File: config.mk
export PLATFORM = sky130hd
export DESIGN_NAME = tcs_front
export DESIGN_NICKNAME = d
export VERILOG_FILES = /design/src/hw/rtl/tcs_pkg.sv /design/src/hw/rtl/tcs_front.sv
export SDC_FILE = /design/constraint.sdc
export NUM_CORES = 1
export LEC_CHECK = 0
export BUFFER_PORTS_ARGS = -buffer_cell sky130_fd_sc_hd__buf_2
export CORE_MARGIN = 1.5
export CORE_UTILIZATION = 45
export DETAILED_ROUTE_END_ITERATION = 16
export GPL_ROUTABILITY_DRIVEN = 1
export GPL_TIMING_DRIVEN = 0
export MAX_ROUTING_LAYER = met4
export PLACE_DENSITY = 0.69
export SYNTH_ARGS = -nofsm -noshare
export SYNTH_HDL_FRONTEND = slang
export SYNTH_SLANG_ARGS = --single-unit
File: constraint.sdc
create_clock -name clk -period 2.73 [get_ports clk]
set_input_delay 0.1365 -clock clk [delete_from_list [all_inputs] [get_ports clk]]
set_output_delay 0.1365 -clock clk [all_outputs]
set_load 0.02 [all_outputs]
File: src/hw/rtl/tcs_pkg.sv
package tcs_pkg;

  // Item kinds as they arrive on the input stream.
  localparam logic [1:0] KIND_PUT   = 2'd0;
  localparam logic [1:0] KIND_WRITE = 2'd1;
  localparam logic [1:0] KIND_READ  = 2'd2;

  localparam logic [7:0] NEWLINE_CODE = 8'd10;
  localparam logic [7:0] SPACE_CODE   = 8'h20;
  localparam logic [7:0] COLOR_RESET  = 8'd245;

  // Operations after classification by the front end.
  typedef enum logic [2:0] {
    OP_PUT,
    OP_NEWLINE,
    OP_WRITE,
    OP_READ,
    OP_NOP
  } op_t;

  typedef struct packed {
    op_t        op;
    logic [7:0] code;
    logic [7:0] color;
  } cmd_t;

  typedef enum logic [2:0] {
    ST_INIT,
    ST_IDLE,
    ST_SCROLL,
    ST_DRAIN,
    ST_CLEAR,
    ST_READ
  } state_t;

endpackage

File: src/hw/rtl/tcs_front.sv
module tcs_front #(
  parameter int COLUMNS = 80,
  parameter int ROWS    = 25
) (
  input  logic                                clk,
  input  logic                                rst,
  input  logic                                in_valid,
  output logic                                in_ready,
  input  logic [1:0]                          in_kind,
  input  logic [7:0]                          in_code,
  input  logic [7:0]                          in_color,
  input  logic [$clog2(COLUMNS)-1:0]          in_column,
  input  logic [$clog2(ROWS+1)-1:0]           in_row,
  output logic                                cmd_valid,
  output tcs_pkg::cmd_t                       cmd,
  output logic [$clog2(COLUMNS*ROWS)-1:0]     cmd_addr,
  input  logic                                cmd_pop
);

  import tcs_pkg::*;

  localparam int COL_W  = $clog2(COLUMNS);
  localparam int ROW_W  = $clog2(ROWS + 1);
  localparam int ADDR_W = $clog2(COLUMNS * ROWS);

  cmd_t              cls_cmd;
  logic [ADDR_W-1:0] cls_addr;
  logic              in_range;

  cmd_t              q_cmd  [2];
  logic [ADDR_W-1:0] q_addr [2];
  logic              wr_ptr;
  logic              rd_ptr;
  logic [1:0]        count;
  logic              push;

  assign in_range = ({1'b0, in_column} < (COL_W + 1)'(COLUMNS)) &&
                    ({1'b0, in_row} < (ROW_W + 1)'(ROWS));
  assign cls_addr = ADDR_W'(32'(in_row) * COLUMNS + 32'(in_column));

  always_comb begin
    cls_cmd.code  = in_code;
    cls_cmd.color = in_color;
    unique case (in_kind)
      KIND_PUT:   cls_cmd.op = (in_code == NEWLINE_CODE) ? OP_NEWLINE : OP_PUT;
      KIND_WRITE: cls_cmd.op = in_range ? OP_WRITE : OP_NOP;
      KIND_READ:  cls_cmd.op = in_range ? OP_READ : OP_NOP;
      default:    cls_cmd.op = OP_NOP;
    endcase
  end

  assign in_ready  = (count != 2'd2);
  assign push      = in_valid && in_ready;
  assign cmd_valid = (count != 2'd0);
  assign cmd       = q_cmd[rd_ptr];
  assign cmd_addr  = q_addr[rd_ptr];

  always_ff @(posedge clk) begin
    if (push) begin
      q_cmd[wr_ptr]  <= cls_cmd;
      q_addr[wr_ptr] <= cls_addr;
    end
  end

  always_ff @(posedge clk) begin
    if (rst) begin
      wr_ptr <= 1'b0;
      rd_ptr <= 1'b0;
      count  <= 2'd0;
    end else begin
      if (push) begin
        wr_ptr <= ~wr_ptr;
      end
      if (cmd_pop) begin
        rd_ptr <= ~rd_ptr;
      end
      count <= count + 2'(push) - 2'(cmd_pop);
    end
  end

endmodule

==> Word-level counts from Yosys, hierarchy flattened <==
Memory sizes are Yosys's and may differ from the RTL's. A register that Yosys moved wholly into a read port is not among the register bits.
Index checks and enable logic that the tools add are counted.
{ "totals": {"regBits": 4, "mem_bits_rw": 60, "inputBits": 34, "out_inout_bits": 32, "elab_cells": 31, "mem_count": 2} }
{ "mem_list": {"columns": ["memory", "words", "word_bits", "read_ports", "rd_ports_with_merged_regs", "write_ports", "line_no", "text"], "rows": [
  ["q_cmd", 2, 19, 1, 1, 1, "tcs_front.sv:30", "cmd_t q_cmd [2];"],
  ["q_addr", 2, 11, 1, 1, 1, "tcs_front.sv:31", "logic [ADDR_W-1:0] q_addr [2];"]
]} }
{ "classes": {"add_sub_neg": 3, "mul": 1, "magnitude_cmp": 2, "n_eq_ne": 4, "mux": 10, "bitwise": 2, "reduce_logical": 4} }
{ "ops": {"columns": ["op", "count"], "rows": [
  ["11-bit by 7-bit adder with 11-bit output", 1],
  ["3-bit case mux with 3 select lines", 1],
  ["8-bit by 4-bit equality test with 1-bit output (second input constant)", 1],
  ["7-bit < comparator (second input constant)", 1],
  ["5-bit by 3-bit multiplier with 7-bit output (second input constant)", 1],
  ["1-bit two-way mux", 7],
  ["3-bit two-way mux", 2],
  ["5-bit < comparator (second input constant)", 1],
  ["2-bit by 1-bit adder with 2-bit output", 1],
  ["2-bit by 1-bit equality test with 1-bit output (second input constant)", 1],
  ["2-bit equality test (second input constant)", 1],
  ["1-bit logical AND", 2],
  ["2-bit logical NOT", 1],
  ["2-bit != test (second input constant)", 1],
  ["1-bit NOT", 2],
  ["2-bit nonzero test", 1],
  ["2-bit by 1-bit subtractor with 2-bit output", 1]
]} }

==> Logic depth before layout (Yosys ltp) <==
{ "depth": {"depth_word": 4, "ltp_mapped": 8, "mapped_depth_nobuf": 8} }

==> Worst setup path before layout <==
Ideal clock, no wire load.
{ "synth_path": {"kind": "flip-flop to flip-flop", "start": "register count[0]", "end": "memory q_addr[0][0] (netlist name) (enable)", "setup_ps": 417, "arrival_ps": 2003, "required_time_ps": 2313, "setup_slack_ps": 310, "path_stages_with_launch": 4, "n_path_buf": 0, "synth_period_minus_slack_ps": 2420, "cell_sequence": "dfxtp_1 > nand2b_1 > nand2_1 > nor2_1"} }
{ "synth_between": {"elab_chain_cells": 4} }
{ "synth_lines": {"columns": ["element", "line_no", "text"], "rows": [
  ["start, declared", "tcs_front.sv:34", "logic [1:0] count;"],
  ["start signal, assigned", "tcs_front.sv:77", "count <= count + 2'(push) - 2'(cmd_pop);"],
  ["2-bit != test", "tcs_front.sv:52", "assign in_ready = (count != 2'd2);"],
  ["via in_ready", "tcs_front.sv:8", "output logic in_ready,"],
  ["1-bit logical AND", "tcs_front.sv:53", "assign push = in_valid && in_ready;"],
  ["1-bit two-way mux", "tcs_front.sv:59", "if (push) begin"],
  ["1-bit two-way mux (not written as such)", "tcs_front.sv:61", "q_addr[wr_ptr] <= cls_addr;"],
  ["end, declared", "tcs_front.sv:31", null]
]} }
The timed path passes the listed nets, and every way through them passes these cells.

==> Final worst setup path <==
{ "layout_path": {"start": "input port in_row[1]", "end": "memory q_addr[1][10] (netlist name), data pin"} }
{ "layout_between": {"elab_chain_cells": 2} }
{ "layout_lines": {"columns": ["element", "line_no", "text"], "rows": [
  ["start, declared", "tcs_front.sv:13", "input logic [$clog2(ROWS+1)-1:0] in_row,"],
  ["5-bit by 3-bit multiplier with 7-bit output", "tcs_front.sv:39", "assign cls_addr = ADDR_W'(32'(in_row) * COLUMNS + 32'(in_column));"],
  ["11-bit by 7-bit adder with 11-bit output", "tcs_front.sv:39", null],
  ["via cls_addr[10]", "tcs_front.sv:27", "logic [ADDR_W-1:0] cls_addr;"]
]} }
The timed path passes the listed nets, and every way through them passes these cells.

==> impl_metrics.csv <==
group,metric,value,unit
routing,wl,4560,µm
logic_synthesis,ys.warnings.count,0,
timing,hold_viol_final,0,
timing,setup_ws,0.950,ns
logic_synthesis,seq_area_frac_synth,0.697,
setup_path,r2r-start,"count[0]",
global_route,first_global_vias,1572,
die,fp.coreArea,0.00589,mm²
die,dieArea,0.00654,mm²
cts,numCtsBuffers,9,
timing,maxSlewHeadroom,0.409,
cts,post-cts-setup-buffers,0,
global_route,globalRouteOverflowTotal,0,
logic_synthesis,synth_edf_count,60,
setup_path,critPathSlowestCell,"fa_1",
logic_synthesis,ys_types,24,
routing,drc_errors,0,
logic_synthesis,ys_ff_latch,65,
placement,pre_cts_slack,0.609,ns
power_and_ir_drop,cellPowerDensity,830,mW/mm²
timing,rsz0062_at_grt,"false",
logic_synthesis,synth_top_area_share,0.661,
routing,drt-pass1-iter-count,4,
cts,htreeDepth,3,
routing,num_vias,1571,
die,fp.dieH,80.9,µm
setup_path,critPathLaunch,"in_row[1]",
setup_path,crit_arrival,1.85,ns
power_and_ir_drop,p_leak,1.40,nW
setup_path,critPathRequiredTime,2.80,ns
timing,max_freq,562,MHz
worst_hold_path,hp-class,"input pin to register",
logic_synthesis,syn-num-nets,205,
timing,maxSlewViolCount,0,
setup_path,endpoint,"q_addr[1][10]",
timing,post-route-min-period,1.78,ns
cts,cts_tree,"yes",
setup_path,slowest_delay,0.38,ns
timing,final.setup_skew,0.00504,ns
final_layout,n_fill_cell,475,
final_layout,fin_nets,296,
cts,post_cts_resized,0,
cts,worst_skew_pair.late_latency,0.33,ns
logic_synthesis,yosysMostFrequentCell,"edfxtp_1",
cts,path_clk_slew,0.07,ns
logic_synthesis,syn_inst,158,
placement,place_hpwl,3050,µm
die,die_x,80.9,µm
logic_synthesis,yosys.area.top_type,"edfxtp_1",
cts,clk_path_buf_depth,2,
logic_synthesis,syn_area,0.00273,mm²
global_route,antenna_found_initial,0,
placement,place.port_buffers,65,
logic_synthesis,synth_ff_type,"edfxtp_1",
global_route,grt_use_total,0.153,
global_route,grt_max_degree,31,
setup_path,reg2regPathDepth,3,
die,fp-row-count,28,
setup_path,worstPathCellList,"buf_2 -> ha_1 -> ha_1 -> fa_1 -> xor2_1 -> o2111ai_1 -> xnor2_1 -> xnor2_1",
setup_path,crit_type,"input pin to register",
logic_synthesis,syn_area_per_cell,17.3,µm²
power_and_ir_drop,irDropWorstVdd,0.501,mV
job,drv_cap,0,
run_status,status,"complete, no violations",
logic_synthesis,synthTopCellsByCount,"edfxtp_1, mux2_2, ha_1",
power_and_ir_drop,total_power,2.94,mW
die,start_util,0.463,
setup_path,crit_path_start_kind,"input pin",
setup_path,path_max_fanout,4,
final_layout,layout-drive-gt1-share,0.461,
routing,vias_per_cell,4.78,
global_route,grt_pass1_wl,6980,µm
logic_synthesis,synth.area.top_cells,"edfxtp_1, mux2_2, ha_1",
timing,worst_pin_slew,0.885,ns
final_layout,insertedDiodeCount,0,
timing,period_share,0.652,
setup_path,cp-end-kind,"register",
final_layout,area_growth,30.0,%
setup_path,rrSetupSlack,1.01,ns
setup_path,r2r-end,"q_cmd[0][0]",
final_layout,fin_util,0.603,
die,ios,66,
cts,clock-root-buffer,"clkbuf_8",
timing,timing.setup.tns,0,ns
routing,drtIter0Drc,67,
routing,postRouteAntennaNets,0,
routing,wl_per_cell,13.9,µm
timing,setup_violations,0,
cts,cts.sinks,65,
logic_synthesis,synthArstFlopShare,0,
placement,gp_congestion,0.690,
[routing by layer]
metal	vias to the layer above	part of all wire	wire length, µm	GRT usage
met3	12	0.039	179	0.0360
met1	735	0.43	1950	0.170
met5	-	0	0	-
met2	45	0.50	2300	0.244
li1	779	-	-	-
met4	0	0.029	130	0.100
[stage by stage]
| stage | cell area, µm² | cells | hold WS, ns |
|---|---|---|---|
| floorplan | 2730 | 158 | 0.208 |
| global placement | 3150 | 298 | 0.325 |
| detailed placement | 3160 | 298 | 0.328 |
| CTS | 3550 | 329 | 0.000206 |
| global route | 3550 | 329 | 0.00134 |
| finish | 3550 | 329 | 0.0217 |
[power by group]
part           internal (mW)  switching, mW
Combinational          0.258          0.389
Sequential              1.30         0.0413
Clock                  0.606          0.355
Total                   2.16          0.785
[timing repair]
item | 4_1_cts | 5_1_grt
hold buffers | 15 | 0
setup endpoints to repair | 0 | 0
hold endpoints to repair | 30 | 0
[critical path, delay by kind of cell]
family	cells	cell delay (ns)
fa+ha+maj	3	0.90
buf+inv	1	0.13
xor+xnor	3	0.51
compound gates	1	0.17
[placed cells by master, fill, tap and decap left out]
cell type      synthesis  routed
nor2_4                 0       1
o21ai_0                2       2
ha_1                  11      11
buf_2                  3      68
bufinv_16              0       3
o2111ai_1              1       1
maj3_1                 1       1
xor2_1                 4       4
dfxtp_1                5       5
inv_6                  0       1
edfxtp_1              60      60
nand4_1                1       1
nor4b_1                1       1
nand2b_1               1       1
clkbuf_8               0       9
clkinv_1               0       1
inv_1                  5       5
xnor2_1                8       8
nor2_1                 9       8
and3_2                 0       1
a21oi_1                3       3
clkinvlp_4             0       2
nor2b_1                2       2
or2_2                  1       1
mux2_2                30      30
fa_1                   2       2
dlygate4sd3_1          0      15
o311ai_2               1       1
nand2_1                3       3
a21o_1                 2       2
nand3_1                1       1
[registers in the layout, summed over array words and instances, names as in the netlist, named ones only]
register / count
rd_ptr: 1
q_addr: 22
wr_ptr: 1
count: 2
q_cmd: 38
[cell families after synthesis]
| logic type | after synthesis | share of synthesized area |
|---|---|---|
| AOI/OAI and AO/OA | 9 | 0.0239 |
| adders and majority gates | 14 | 0.0688 |
| and+or+nand+nor | 20 | 0.0353 |
| DFF | 65 | 0.697 |
| muxes | 30 | 0.124 |
| buffers and inverters | 8 | 0.0124 |
| xor gates and xnor gates | 12 | 0.0385 |
[worst min-delay path by stage]
| stage | startpoint | endpoint | slack [ns] | depth (start not counted) |
|---|---|---|---|---|
| after floorplan | rst | count[0] | 0.21 | 1 |
| after global placement | in_color[0] | q_cmd[1][0] | 0.32 | 1 |
| after global routing | in_code[7] | q_cmd[0][15] | 0.001 | 1 |
| after CTS | in_code[7] | q_cmd[0][15] | 0.0002 | 1 |
| final | in_code[1] | q_cmd[0][9] | 0.02 | 1 |
| after detailed placement | in_column[3] | q_addr[1][3] | 0.33 | 1 |
[area by class of cell]
type	instances	area, µm²	share of cell area
sequential	65	1900	0.536
multi-input combinational	85	801	0.226
timing repair buffer	80	475	0.134
clock buffer	9	124	0.0349
clock inverter	7	118	0.0332
tap	75	93.8	0.0265
inverter	5	18.8	0.00529
buffer	3	15.0	0.00423
(Power assumes the default switching activity.)
